$ cat config.mk
export PLATFORM = sky130hd
export DESIGN_NAME = bpsk_burst_modulator_top
export DESIGN_NICKNAME = d
export VERILOG_FILES = /design/src/rtl/core/bbm_pkg.sv /design/src/rtl/core/bpsk_burst_modulator_top.sv
export SDC_FILE = /design/constraint.sdc
export NUM_CORES = 1
export LEC_CHECK = 0
export CAP_MARGIN = 15
export CORE_ASPECT_RATIO = 0.5
export CORE_MARGIN = 2
export CORE_UTILIZATION = 65
export DETAILED_ROUTE_END_ITERATION = 16
export DONT_BUFFER_PORTS = 1
export PLACE_DENSITY_LB_ADDON = 0.08
export SETUP_SLACK_MARGIN = 0.2
export SYNTH_ARGS = -nofsm -noshare
export SYNTH_HDL_FRONTEND = slang
export SYNTH_SLANG_ARGS = --single-unit
$ cat constraint.sdc
create_clock -name clock -period 6.8 [get_ports clock]
set_input_delay 0.68 -clock clock [delete_from_list [all_inputs] [get_ports clock]]
set_output_delay 0.68 -clock clock [all_outputs]
set_load 0.02 [all_outputs]
$ cat src/rtl/core/bbm_pkg.sv
package bbm_pkg;

   localparam int unsigned WORD_W = 32;
   localparam int unsigned INC_W = 31;
   localparam int unsigned SAMPLE_W = 16;
   localparam int unsigned BITS_W = 6;
   localparam int unsigned CYC_W = 3;
   localparam int unsigned STAGE_W = 3;
   localparam int unsigned CSR_IDX_W = 1;

   localparam int unsigned PRE_ZERO_BITS = 32;
   localparam int unsigned SYNC_BITS = 32;
   localparam int unsigned POST_ZERO_BITS = 16;
   localparam int unsigned PACKET_BITS = 32;
   localparam int unsigned CHECK_BITS = 16;

   localparam logic [CYC_W-1:0] CYCLES_PER_BIT = 3'd4;
   localparam logic [WORD_W-1:0] SYNC_PATTERN = 32'h5555_5555;
   localparam logic [WORD_W-1:0] XOR_MASK = 32'h1fff_0000;
   localparam logic [INC_W-1:0] PHASE_INC_RESET = 31'd858993459;

   // configuration register indexes
   localparam logic [CSR_IDX_W-1:0] CSR_PACKET_WORD = 1'd0;
   localparam logic [CSR_IDX_W-1:0] CSR_PHASE_INC = 1'd1;

   // burst sections
   localparam logic [STAGE_W-1:0] ST_IDLE = 3'd0;
   localparam logic [STAGE_W-1:0] ST_PRE = 3'd1;
   localparam logic [STAGE_W-1:0] ST_SYNC = 3'd2;
   localparam logic [STAGE_W-1:0] ST_WORD = 3'd3;
   localparam logic [STAGE_W-1:0] ST_XWORD = 3'd4;
   localparam logic [STAGE_W-1:0] ST_CHECK = 3'd5;
   localparam logic [STAGE_W-1:0] ST_POST = 3'd6;

   typedef logic signed [SAMPLE_W-1:0] sample_type;

   // quarter wave, entry 64 is the peak
   localparam logic signed [SAMPLE_W-1:0] QUARTER_SINE [0:64] = '{
      16'sd0, 16'sd784, 16'sd1569, 16'sd2352, 16'sd3134, 16'sd3914, 16'sd4692, 16'sd5467,
      16'sd6239, 16'sd7007, 16'sd7770, 16'sd8529, 16'sd9283, 16'sd10031, 16'sd10774,
      16'sd11509, 16'sd12238, 16'sd12960, 16'sd13673, 16'sd14379, 16'sd15075, 16'sd15763,
      16'sd16441, 16'sd17109, 16'sd17767, 16'sd18414, 16'sd19051, 16'sd19675, 16'sd20288,
      16'sd20889, 16'sd21477, 16'sd22052, 16'sd22613, 16'sd23162, 16'sd23696, 16'sd24216,
      16'sd24721, 16'sd25212, 16'sd25687, 16'sd26147, 16'sd26591, 16'sd27019, 16'sd27431,
      16'sd27826, 16'sd28204, 16'sd28566, 16'sd28910, 16'sd29237, 16'sd29546, 16'sd29838,
      16'sd30111, 16'sd30366, 16'sd30603, 16'sd30822, 16'sd31022, 16'sd31203, 16'sd31366,
      16'sd31510, 16'sd31634, 16'sd31740, 16'sd31827, 16'sd31894, 16'sd31942, 16'sd31971,
      16'sd31981
   };

   // full-turn sine from the quarter wave by symmetry
   function automatic sample_type sine_at(input logic [7:0] idx);
      logic [6:0] q;
      logic neg;
      sample_type mag;
      if (idx <= 8'd64) begin
         q = idx[6:0];
         neg = 1'b0;
      end else if (idx < 8'd128) begin
         q = 7'(8'd128 - idx);
         neg = 1'b0;
      end else if (idx <= 8'd192) begin
         q = 7'(idx - 8'd128);
         neg = 1'b1;
      end else begin
         q = 7'(9'd256 - {1'b0, idx});
         neg = 1'b1;
      end
      mag = QUARTER_SINE[q];
      return neg ? -mag : mag;
   endfunction

endpackage

$ cat src/rtl/core/bpsk_burst_modulator_top.sv
// BPSK burst modulator.
// Request channel (req_*): one request asks for one audio sample; req_start_req
// set restarts the burst from the preamble with the carrier phase at zero.
// Response channel (rsp_*): exactly one response per request, in order:
// rsp_sample (signed, 0 when idle), rsp_active (sample is part of a burst) and
// rsp_last (final burst sample).
// A burst sends zero preamble bits, sync bits, the packet word, the packet word
// with its check mask applied, its top 16 bits and zero postamble bits, MSB
// first, four carrier cycles per bit; a bit change flips the carrier by 180 degrees.
// Configuration (csr_*): index 0 packet word, index 1 phase increment; write
// only while no request is outstanding.
// Each response is registered, in the skid register while a response is held.
// Throughput: one request per cycle while req_stall is low; the per-sample work
// is one 32-bit phase add, a bit select and a sine table read, all combinational.
// A response register plus a skid register let one more request in while a
// response is held; req_stall rises only when both are full.
// Reset: idle, phase zero, phase increment 858993459, packet word zero.
module bpsk_burst_modulator_top (
   input  logic                             clock,
   input  logic                             reset,
   input  logic                             req_valid,
   output logic                             req_stall,
   input  logic                             req_start_req,
   output logic                             rsp_valid,
   input  logic                             rsp_stall,
   output logic signed [bbm_pkg::SAMPLE_W-1:0] rsp_sample,
   output logic                             rsp_active,
   output logic                             rsp_last,
   input  logic                             csr_write_enable,
   input  logic [bbm_pkg::CSR_IDX_W-1:0]    csr_index,
   input  logic [bbm_pkg::WORD_W-1:0]       csr_wdata
);
   import bbm_pkg::*;

   // configuration
   logic [WORD_W-1:0] packet_word_ff;
   logic [INC_W-1:0]  phase_inc_ff;

   // burst state
   logic [STAGE_W-1:0] stage_ff, stage_in;
   logic [WORD_W-1:0]  shift_ff, shift_in;
   logic [BITS_W-1:0]  bits_ff, bits_in;
   logic [CYC_W-1:0]   cycles_ff, cycles_in;
   logic [WORD_W-1:0]  phase_ff, phase_in;
   logic               wrap_ff, wrap_in;
   logic               flip_ff, flip_in;
   logic               prev_ff, prev_in;

   // per-request result
   sample_type res_sample;
   logic       res_active;
   logic       res_last;

   logic [WORD_W:0] phase_sum;
   logic [7:0]      sine_idx;
   logic            cur_bit;

   // response register and skid register
   logic       out_valid_ff, skid_valid_ff;
   sample_type out_sample_ff, skid_sample_ff;
   logic       out_active_ff, skid_active_ff;
   logic       out_last_ff, skid_last_ff;

   logic accept;
   logic out_free;

   assign req_stall = skid_valid_ff;
   assign accept = req_valid && !skid_valid_ff;
   assign out_free = !out_valid_ff || !rsp_stall;

   assign rsp_valid = out_valid_ff;
   assign rsp_sample = out_sample_ff;
   assign rsp_active = out_active_ff;
   assign rsp_last = out_last_ff;

   always_ff @(posedge clock) begin
      if (reset) begin
         packet_word_ff <= '0;
         phase_inc_ff <= PHASE_INC_RESET;
      end else if (csr_write_enable) begin
         unique case (csr_index)
            CSR_PACKET_WORD: packet_word_ff <= csr_wdata;
            CSR_PHASE_INC:   phase_inc_ff <= csr_wdata[INC_W-1:0];
            default: ;
         endcase
      end
   end

   // next burst state and sample for the request at the port
   always_comb begin
      stage_in = stage_ff;
      shift_in = shift_ff;
      bits_in = bits_ff;
      cycles_in = cycles_ff;
      phase_in = phase_ff;
      wrap_in = wrap_ff;
      flip_in = flip_ff;
      prev_in = prev_ff;
      res_sample = '0;
      res_active = 1'b0;
      res_last = 1'b0;
      phase_sum = '0;
      sine_idx = '0;
      cur_bit = 1'b0;

      // restart: preamble loaded, carrier back to zero
      if (req_start_req) begin
         phase_in = '0;
         wrap_in = 1'b0;
         shift_in = '0;
         bits_in = BITS_W'(PRE_ZERO_BITS);
         cycles_in = CYCLES_PER_BIT;
         stage_in = ST_PRE;
         flip_in = 1'b0;
         prev_in = 1'b0;
      end

      // count the carrier wrap seen on the previous sample, even when idle
      if (wrap_in) begin
         wrap_in = 1'b0;
         cycles_in = cycles_in - 3'd1;
      end

      if (stage_in >= ST_PRE && stage_in <= ST_POST) begin
         // advance to the next bit after four carrier cycles
         if (cycles_in == '0) begin
            cycles_in = CYCLES_PER_BIT;
            if (bits_in != '0) begin
               bits_in = bits_in - 6'd1;
               cur_bit = shift_in[bits_in[4:0]];
               if (cur_bit != prev_in) begin
                  prev_in = cur_bit;
                  flip_in = ~flip_in;
               end
            end
         end

         // section drained: load the next one
         if (bits_in == '0) begin
            cycles_in = CYCLES_PER_BIT;
            unique case (stage_in)
               ST_PRE: begin
                  stage_in = ST_SYNC;
                  shift_in = SYNC_PATTERN;
                  bits_in = BITS_W'(SYNC_BITS);
               end
               ST_SYNC: begin
                  stage_in = ST_WORD;
                  shift_in = packet_word_ff;
                  bits_in = BITS_W'(PACKET_BITS);
               end
               ST_WORD: begin
                  stage_in = ST_XWORD;
                  shift_in = packet_word_ff ^ XOR_MASK;
                  bits_in = BITS_W'(PACKET_BITS);
               end
               ST_XWORD: begin
                  stage_in = ST_CHECK;
                  shift_in = {16'd0, packet_word_ff[31:16]};
                  bits_in = BITS_W'(CHECK_BITS);
               end
               ST_CHECK: begin
                  stage_in = ST_POST;
                  shift_in = '0;
                  bits_in = BITS_W'(POST_ZERO_BITS);
               end
               default: begin
                  // postamble done: the burst ends on this sample
                  cycles_in = cycles_ff - (wrap_ff && !req_start_req ? 3'd1 : 3'd0);
                  if (cycles_ff == 3'd0 || (wrap_ff && !req_start_req && cycles_ff == 3'd1))
                     cycles_in = CYCLES_PER_BIT;
                  stage_in = ST_IDLE;
                  res_last = 1'b1;
               end
            endcase
         end

         // flip adds half a table turn
         sine_idx = phase_in[31:24] + {flip_in, 7'd0};
         res_sample = sine_at(sine_idx);
         res_active = 1'b1;

         phase_sum = {1'b0, phase_in} + {2'b0, phase_inc_ff};
         wrap_in = phase_sum[WORD_W];
         phase_in = phase_sum[WORD_W-1:0];
      end
   end

   always_ff @(posedge clock) begin
      if (reset) begin
         stage_ff <= ST_IDLE;
         shift_ff <= '0;
         bits_ff <= '0;
         cycles_ff <= '0;
         phase_ff <= '0;
         wrap_ff <= 1'b0;
         flip_ff <= 1'b0;
         prev_ff <= 1'b0;
      end else if (accept) begin
         stage_ff <= stage_in;
         shift_ff <= shift_in;
         bits_ff <= bits_in;
         cycles_ff <= cycles_in;
         phase_ff <= phase_in;
         wrap_ff <= wrap_in;
         flip_ff <= flip_in;
         prev_ff <= prev_in;
      end
   end

   // response register drains the skid first; skid fills only while held
   always_ff @(posedge clock) begin
      if (reset) begin
         out_valid_ff <= 1'b0;
         skid_valid_ff <= 1'b0;
      end else if (out_free) begin
         if (skid_valid_ff) begin
            out_valid_ff <= 1'b1;
            skid_valid_ff <= 1'b0;
         end else begin
            out_valid_ff <= accept;
         end
      end else if (accept) begin
         skid_valid_ff <= 1'b1;
      end
   end

   always_ff @(posedge clock) begin
      if (out_free) begin
         if (skid_valid_ff) begin
            out_sample_ff <= skid_sample_ff;
            out_active_ff <= skid_active_ff;
            out_last_ff <= skid_last_ff;
         end else if (accept) begin
            out_sample_ff <= res_sample;
            out_active_ff <= res_active;
            out_last_ff <= res_last;
         end
      end else if (accept) begin
         skid_sample_ff <= res_sample;
         skid_active_ff <= res_active;
         skid_last_ff <= res_last;
      end
   end

endmodule

# Yosys cells after proc, flatten, opt, wreduce, memory -nomap -nowiden
# Memory sizes are Yosys's and may differ from the RTL's.
# Index checks and enable logic that the tools add are counted.
# Widths: inputs -> output; s select.
[op_classes] addsub=9 n_mul=0 n_div=0 magnitude_cmp=7 eq_ne=7 n_shift=0 mux=62 bitwise_logic=5 n_reduce_logical=23
[op_table] cell="$mux 32" count=5
[op_table] cell="$pmux 32 s5" count=1
[op_table] cell="$mux 16" count=6
[op_table] cell="$mux 6" count=6
[op_table] cell="$add 32x31->33" count=1
[op_table] cell="$mux 3" count=10
[op_table] cell="$mux 7" count=4
[op_table] cell="$mux 1" count=27
[op_table] cell="$neg 16->16" count=1
[op_table] cell="$pmux 3 s5" count=1
[op_table] cell="$sub 1x7->7 const A" count=2
[op_table] cell="$not 13->13" count=1
[op_table] cell="$pmux 6 s2" count=1
[op_table] cell="$add 8x8->8" count=1
[op_table] cell="$ge 8x8->1 const B" count=1
[op_table] cell="$le 8x7->1 const B" count=1
[op_table] cell="$le 8x8->1 const B" count=1
[op_table] cell="$lt 8x8->1 const B" count=1
[op_table] cell="$not 7->8" count=1
[op_table] cell="$reduce_and 2->1" count=4
[op_table] cell="$sub 7x1->7 const B" count=1
[op_table] cell="$eq 3x1->1 const B" count=2
[op_table] cell="$eq 3x2->1 const B" count=2
[op_table] cell="$eq 3x3->1 const B" count=2
[op_table] cell="other kinds (19)" count=30
[totals] reg_bits=180 latchBits=0 mem_bits_rw=0 rom_bits=2048 output_inout_bits=20 wordCells=132 memories=1
[mem_list] name="(name not given)" depth=128 word_bits=16 rd=1 rd_clocked_by_memory_dff=0 wr=0 line_no="bbm_pkg.sv:69" source="mag = QUARTER_SINE[q];"

# Depth between registers and ports, before layout
# Gate-level depths: netlist (run 1).
[logic_depth] ltp_word=24 ltp_mapped=22

# Worst setup path after synthesis (run 1)
# No wires, ideal clock.
[synth_path] path_type="input to register" from="in req_start_req" to="reg wrap_ff" setup_ns=0.131 arrival_ns=5.133 required_ns=6.669 slack_ns=1.536 cell_stages=19 n_path_buf=7 cell_sequence="buf_2 -> buf_2 -> clkbuf_1 -> buf_1 -> clkbuf_1 -> clkbuf_1 -> clkbuf_1 -> nor2b_1 -> ha_1 -> a21o_1 -> a21o_1 -> a21oi_1 -> a31oi_1 -> a2111oi_0 -> o31ai_1 -> a2111oi_0 -> o31ai_1 -> a221oi_1 -> nor3_1"
[synth_between] elab_chain_len=4 word_cells_on_any_way=7
[synth_lines] item="start, declared" line_no="bpsk_burst_modulator_top.sv:23" source="input logic req_start_req,"
[synth_lines] item="branches (longest 3 deep; another with $add 32x31->33)"
[synth_lines] item="$mux 1 *" line_no="bpsk_burst_modulator_top.sv:124" source="if (stage_in >= ST_PRE && stage_in <= ST_POST) begin"
[synth_lines] item="end signal, assigned" line_no="bpsk_burst_modulator_top.sv:205" source="wrap_ff <= wrap_in;"
[synth_lines] item="end, declared" line_no="bpsk_burst_modulator_top.sv:45" source="logic wrap_ff, wrap_in;"
# Every way passes the cells marked *.
# A chain may end at the register's enable or synchronous reset.

# Worst setup path in the final report (run 1)
[layout_path] from="reg phase_ff[24]" to="reg out_sample_ff[13] (netlist: rsp_sample[13]), data pin"
[layout_between] elab_chain_len=16 word_cells_on_any_way=24
[layout_lines] item="start, declared" line_no="bpsk_burst_modulator_top.sv:44" source="logic [WORD_W-1:0] phase_ff, phase_in;"
[layout_lines] item="start signal, assigned" line_no="bpsk_burst_modulator_top.sv:204" source="phase_ff <= phase_in;"
[layout_lines] item="$mux 32 *" line_no="bpsk_burst_modulator_top.sv:107" source="if (req_start_req) begin"
[layout_lines] item="$add 8x8->8 *" line_no="bpsk_burst_modulator_top.sv:179" source="sine_idx = phase_in[31:24] + {flip_in, 7'd0};"
[layout_lines] item="$sub 1x7->7 (tied with other cells)" line_no="bbm_pkg.sv:60, bbm_pkg.sv:66"
[layout_lines] item="$mux 7" line_no="bbm_pkg.sv:62" source="end else if (idx <= 8'd192) begin"
[layout_lines] item="$mux 7" line_no="bbm_pkg.sv:59" source="end else if (idx < 8'd128) begin"
[layout_lines] item="$mux 7" line_no="bbm_pkg.sv:56" source="if (idx <= 8'd64) begin"
[layout_lines] item="$mux 7" line_no="bpsk_burst_modulator_top.sv:124"
[layout_lines] item="$not 7->8 (implied by the code)" line_no="bbm_pkg.sv:69"
[layout_lines] item="$mem_v2 128x16"
[layout_lines] item="$mux 16 (implied by the code) (2 in series)" line_no="bbm_pkg.sv:69"
[layout_lines] item="$neg 16->16" line_no="bbm_pkg.sv:70" source="return neg ? -mag : mag;"
[layout_lines] item="$mux 16 *" line_no="bbm_pkg.sv:70"
[layout_lines] item="$mux 16 *" line_no="bpsk_burst_modulator_top.sv:124"
[layout_lines] item="$mux 16 *" line_no="bpsk_burst_modulator_top.sv:234" source="end else if (accept) begin"
[layout_lines] item="$mux 16 *" line_no="bpsk_burst_modulator_top.sv:230" source="if (skid_valid_ff) begin"
[layout_lines] item="end signal, assigned" line_no="bpsk_burst_modulator_top.sv:231" source="out_sample_ff <= skid_sample_ff;"
[layout_lines] item="end signal, assigned" line_no="bpsk_burst_modulator_top.sv:235" source="out_sample_ff <= res_sample;"
[layout_lines] item="end, declared" line_no="bpsk_burst_modulator_top.sv:60" source="sample_type out_sample_ff, skid_sample_ff;"
# Every way passes the cells marked *; elsewhere a longest branch is shown, timed or not. The select of a mux whose other input is x is not followed.

==> results of run 1 <==
[layer usage]
metal / routed length, um / vias up / part of all wire
li1: - / 5159 / -
met1: 14010 / 5246 / 0.43
met2: 14950 / 631 / 0.45
met3: 3085 / 89 / 0.094
met4: 847 / 0 / 0.026
met5: 0 / - / 0
[worst max-delay path: stages, from the launching register on]
cell and delay, ns:
dfxtp_1 0.60, nand2b_1 0.36, ha_1 0.54, and2b_1 0.34, a31oi_1 0.40, nand2_1 0.34
ha_1 0.75, inv_1 0.18, nor2_1 0.18, o41ai_1 0.11, a221o_1 0.37, nor2_1 0.10
a2bb2oi_1 0.14, or4_4 0.61, o21ai_4 0.18, xnor2_1 0.19, o31ai_2 0.10
[cells in the final DEF (no fill, tap or decap), types with 14 or more instances in the layout]
master,instances
nand2_1,230
nor2_1,152
dfxtp_1,144
a21oi_1,121
o21ai_0,73
ha_1,50
a22oi_1,49
nor2b_1,36
edfxtp_1,36
xor2_1,35
nor3_1,34
inv_1,31
xnor2_1,25
nand3_1,22
nand3b_1,19
a211oi_1,19
a21o_1,19
a22o_1,17
clkbuf_16,17
nand2b_1,16
mux2i_1,16
buf_4,14
[metrics by stage]
| stage | setup slack, ns | util | hold WS [ns] | instance area [um2] | cells |
|---|---|---|---|---|---|
| after floorplan | 1.536 | - | 0.4288 | 11860 | 1477 |
| final | 1.033 | 0.7029 | 0.3154 | 12380 | 1649 |
| after detailed placement | 1.126 | 0.6672 | 0.4407 | 11750 | 1614 |
| after global placement | 1.338 | 0.6672 | 0.4327 | 11750 | 1614 |
| after global routing | 0.7130 | 0.7029 | 0.2929 | 12380 | 1649 |
| after CTS | 1.204 | 0.7001 | 0.3010 | 12330 | 1646 |
[kinds of logic (layout without fill, tap and decap cells)]
family / count (synthesis) / in the layout / synth area share
AND/OR/NAND/NOR: 573 / 573 / 0.2252
AO/OA/AOI/OAI: 438 / 438 / 0.2518
flip-flops: 180 / 180 / 0.3343
buffers and inverters: 145 / 83 / 0.05456
XOR/XNOR: 60 / 60 / 0.04432
adder cells (fa/ha/maj): 51 / 51 / 0.05445
multiplexers: 30 / 30 / 0.03535
[sequential cells by signal, indices dropped and copies added, names as in the netlist, 6 cells and up]
name            flops
skid_sample_ff     16
phase_ff           32
rsp_sample         16
phase_inc_ff       31
packet_word_ff     32
bits_ff             6
shift_ff           32
[where the power goes]
part | switching (mW) | leakage [nW] | total [mW] | internal (mW)
sequential | 0.0681 | 1.53 | 1.22 | 1.15
clock | 0.460 | 0.288 | 0.975 | 0.515
combinational | 0.357 | 3.01 | 0.567 | 0.209
total | 0.886 | 4.83 | 2.76 | 1.87
[worst max path at each step]
stage	start	end	slack [ns]	cells after the start
final	phase_ff[24]$_SDFFE_PP0P_	rsp_sample[13]$_DFFE_PP_	1.03	16
after global routing	phase_ff[24]$_SDFFE_PP0P_	rsp_sample[14]$_DFFE_PP_	0.71	17
after CTS	phase_ff[24]$_SDFFE_PP0P_	rsp_sample[13]$_DFFE_PP_	1.20	16
after detailed placement	req_start_req	rsp_sample[13]$_DFFE_PP_	1.13	16
after global placement	req_start_req	rsp_sample[13]$_DFFE_PP_	1.34	16
after floorplan	req_start_req	wrap_ff$_SDFFE_PP0P_	1.54	19
[final cells by class]
type                       instances  area share
sequential                       180      0.3202
tap                              234     0.02365
multi-input combinational       1152      0.5862
timing repair buffer              17     0.01253
clock inverter                    11    0.008692
clock buffer                      21     0.03800
inverter                          34     0.01071
==> metrics.yaml, run 1 <==
status:
  status: "complete, no violations"
global_route:
  grtUsageMet1: 0.4447
  overflow: 0
  grt-busiest-layer: "met2"
  grt_first_pass_wirelength_mm: 53.31
  use_met3: 0.07833
  grt_max_degree: 140
  antenna_found_initial: 0
  gr-usage-all-layers: 0.3396
  grt_pass1_vias: 10610
  grt_util_met2: 0.5552
run:
  maxCapViolations: 0
yosys:
  synth_ff_type: "dfxtp_1"
  synth_area_um2: 11860
  synth_common_cells: "nand2_1 (230), nor2_1 (154), dfxtp_1 (144)"
  synth_seq_cells: 180
  yosysTopAreaCell: "dfxtp_1"
  synthTopCellsByArea: "dfxtp_1 (24%), edfxtp_1 (9.1%), nand2_1 (7.3%)"
  synthesis.nets: 1567
  synth_top_area_frac: 0.2431
  ys_warn_count: 0
  async_reset_ff_frac: 0
  synth.distinct_cells: 99
  synth_cells: 1477
  synth.most_common_cell: "nand2_1"
  ys_seq_area_frac: 0.3343
  postSynthAreaPerCell_um2: 8.027
  synth_edf_count: 36
clock_tree:
  path_clk_slew_ns: 0.07
  cts_resized: 0
  cts.hold.buffers_added: 0
  clock_sinks: 180
  cts_buffers: 17
  clk_path_buf_depth: 2
  cts-root-buf: "clkbuf_16"
  post_cts_buffers: 0
  h-tree-depth: 4
  clk-insertion-delay-late_ns: 0.43
  cts_tree: "built"
route:
  drt_iter0_markers: 1068
  drc: 0
  vias_per_cell: 6.747
  ant_nets: 0
  routed_wl_mm: 32.89
  post_drt_wl_per_cell_um: 19.95
  dr.pass1.iters: 8
  vias: 11130
sta:
  rsz0062_at_grt: "false"
  hold_viol: 0
  timing.slew.headroom: 0.1948
  max_freq_ghz: 0.1734
  clock_skew_ns: 0.01611
  setup_tns_ns: 0
  period_share: 0.8481
  worstMarginPinSlew_ns: 1.200
  setup_viol: 0
  slew_viol_final: 0
  finalCriticalPeriod_ns: 5.767
die:
  core_area_um2: 17610
  die_w_um: 195
  initial_core_util: 0.6732
  die_h_um: 99.50
  rows: 34
  ios: 59
  die_area_um2: 19400
critical_path:
  r2r_start: "phase_ff[24]$_SDFFE_PP0P_"
  arrival_ns: 5.94
  start_kind: "flip-flop"
  end_kind: "flip-flop"
  reg2reg_depth: 16
  worstPathRequired_ns: 6.97
  crit_fanout: 18
  rr_endpoint: "rsp_sample[13]$_DFFE_PP_"
  crit_type: "reg -> reg"
  r2r_slack_ns: 1.03
finish:
  drive_gt1_frac: 0.07562
  syn2layout_area_growth_pct: 4.411
  multi_input_area_um2: 7257
  regArea_um2: 3964
  fillers: 1450
  diodes: 0
  final_nets: 1492
power:
  vdd_drop_max_uv: 224.9
  power.total_mw: 2.760
  leakagePower_nw: 4.827
  p_per_area_nw_per_um2: 223.0
placed_design:
  dpl.hpwl_mm: 22.53
  gp_congestion: 1.034
  port_buffers: 0
min_path:
  min_to: "phase_inc_ff[27]$_SDFFE_PP0P_"
  hp-class: "in -> reg"
  hold_depth: 1
  hold_start: "reset"
(Power assumes the default switching activity.)
==> inputs of run 2 (changes only) <==
==> constraint.sdc (replaced) <==
create_clock -name clock -period 5.8 [get_ports clock]
set_input_delay 0.58 -clock clock [delete_from_list [all_inputs] [get_ports clock]]
set_output_delay 0.58 -clock clock [all_outputs]
set_load 0.02 [all_outputs]
==> run 2 against run 1 <==
Net effect: critical path depth is the same; count of clock-buffer cells in the layout shrank 3; global-route usage grew 1.1 points; core utilization grew 0.58 points; sequential cell count is the same; total power grew 19%; critical path type unchanged; register-to-register slack lost 0.44 ns; non-clock buffer count grew 10; setup slack lost 0.44 ns; final cell count grew 0.49%.
==> metrics.yaml, run 2 (same netlist as run 1, synthesis figures left out) <==
min_path:
  hp-class: "in -> reg"
clock_tree:
  h-tree-depth: 4  # unchanged
  clk_path_buf_depth: 2  # unchanged
  post_cts_buffers: 0  # unchanged
  cts-root-buf: "clkbuf_16"
  clk-insertion-delay-late_ns: 0.44  # about the same
  cts_tree: "built"
  cts_resized: 0  # unchanged
  cts_buffers: 17  # unchanged
  clock_sinks: 180  # unchanged
  cts.hold.buffers_added: 0  # unchanged
  path_clk_slew_ns: 0.07  # about the same
die:
  core_area_um2: 17610  # unchanged
  die_area_um2: 19400  # unchanged
  die_h_um: 99.50  # unchanged
  die_w_um: 195  # unchanged
  initial_core_util: 0.6732  # unchanged
  ios: 59  # unchanged
  rows: 34  # unchanged
route:
  post_drt_wl_per_cell_um: 20.29  # +1.7%
  drt_iter0_markers: 1362  # +28%
  drc: 0  # unchanged
  dr.pass1.iters: 7  # -1
  ant_nets: 0  # unchanged
  vias: 11040  # -0.79%
  routed_wl_mm: 33.62  # +2.2%
  vias_per_cell: 6.661  # -1.3%
power:
  p_per_area_nw_per_um2: 264.2  # +19%
  leakagePower_nw: 4.886  # +1.2%
  power.total_mw: 3.298  # +19%
  vdd_drop_max_uv: 235.6  # +4.8%
status:
  status: "complete, no violations"
critical_path:
  worstPathRequired_ns: 6.04  # -0.93 ns
  end_kind: "flip-flop"
  cp_slowest_cell: "ha_1"
  crit_family: "simple AND/OR/NAND/NOR gates"
  crit_type: "reg -> reg"
  critPathBufInv: 1  # unchanged
  start_kind: "flip-flop"
  arrival_ns: 5.45  # -0.49 ns
  crit_fanout: 15  # -3
  critPathMaxStageDelay_ns: 0.77  # +0.02 ns
  crit_chain: "nand2b_1 > ha_1 > nand2b_1 > o211ai_1 > nand2_1 > ha_1 > inv_1 > nor2_1 > o41ai_1 > a221o_1 > nor2_1 > a2bb2oi_1 > or4_4 > o21ai_4 > xnor2_1 > o31ai_2"
sta:
  rsz0062_at_grt: "false"
  finalCriticalPeriod_ns: 5.205  # -0.5624 ns
  max_freq_ghz: 0.1921  # +11%
  hold_viol: 0  # unchanged
  slew_viol_final: 0  # unchanged
  timing.slew.headroom: 0.2369  # +0.04210
  setup_viol: 0  # unchanged
  clock_skew_ns: 0.009260  # -0.006851 ns
  worst_slack_ns: 0.5953  # -0.4376 ns
  worstMarginPinSlew_ns: 1.142  # -0.05778 ns
  setup_tns_ns: 0  # unchanged
  period_share: 0.8974  # +0.04926
  hold_slack_ns: 0.2128  # -0.1025 ns
placed_design:
  dpl.hpwl_mm: 23.20  # +3.0%
  post-place-ws_ns: 0.3925  # -0.7335 ns
  port_buffers: 0  # unchanged
  gp_congestion: 1.012  # -2.1%
  post_dp_cell_area_um2: 11820  # +0.57%
  dp_cells: 1623  # +0.56%
finish:
  layout_commonest_cell: "nand2_1"
  stdcell_count: 1657  # +0.49%
  reg_top3: "packet_word_ff: 32 flops, phase_ff: 32 flops, shift_ff: 32 flops"
  drive_gt1_frac: 0.08152  # +0.005900
  final_nets: 1502  # +0.67%
  final_area_um2: 12480  # +0.82%
  final_cell_mix: "nand2_1 (230), nor2_1 (152), dfxtp_1 (144)"
  fin_util: 0.7087  # +0.005754
  diodes: 0  # unchanged
  syn2layout_area_growth_pct: 5.266
global_route:
  overflow: 0  # unchanged
  gr-usage-all-layers: 0.3503  # +0.01074
  grt_pass1_vias: 10180  # -4.1%
  grt_max_degree: 140  # unchanged
  antenna_found_initial: 0  # unchanged
  grt_first_pass_wirelength_mm: 53.92  # +1.1%
run:
  maxCapViolations: 0  # unchanged
[run 2: cell count changes in the layout (fill, tap and decap cells not counted)]
cell       delta
clkinv_2      +2
buf_4         +9
clkbuf_8      -3
inv_6         -2
clkinv_4      +1
clkbuf_16     +1
bufinv_16     +2
clkbuf_1      -1
buf_8         +1
inv_8         -2
[run 2: layout make-up]
cell class / instances / area, um2
inverters: 34 / 132.6
flip-flops and latches: 180 / 3964
well taps: 234 / 292.8
repair buffers: 27 / 237.7
multi-input cells: 1152 / 7257
clock inverters: 12 / 146.4
fillers: 1402 / 5131
clock buffers: 18 / 450.4
[run 2: routing by layer]
| metal | GRT usage | share of wire | wire [um] |
|---|---|---|---|
| met3 | 0.07155 | 0.099 | 3340 |
| met5 | 0 | 0 | 0 |
| met4 | 0.1239 | 0.028 | 947 |
| met2 | 0.5684 | 0.45 | 15160 |
| met1 | 0.4702 | 0.42 | 14180 |
[run 2: report_power, final]
group          switching, mW  internal [mW]  total [mW]
Sequential            0.0779           1.35        1.43
Clock                  0.524          0.666        1.19
Combinational          0.428          0.253       0.681
Total                   1.03           2.27        3.30
[run 2: worst paths after layout]
check / cells after the start / end / slack [ns] / startpoint
min reg2reg: 2 / shift_ff[2]$_SDFFE_PP0P_ / 0.46 / shift_ff[2]$_SDFFE_PP0P_
max: 16 / rsp_sample[13]$_DFFE_PP_ / 0.60 / phase_ff[24]$_SDFFE_PP0P_
min: 1 / phase_inc_ff[23]$_SDFFE_PP0P_ / 0.21 / reset
max reg2reg: 16 / rsp_sample[13]$_DFFE_PP_ / 0.60 / phase_ff[24]$_SDFFE_PP0P_
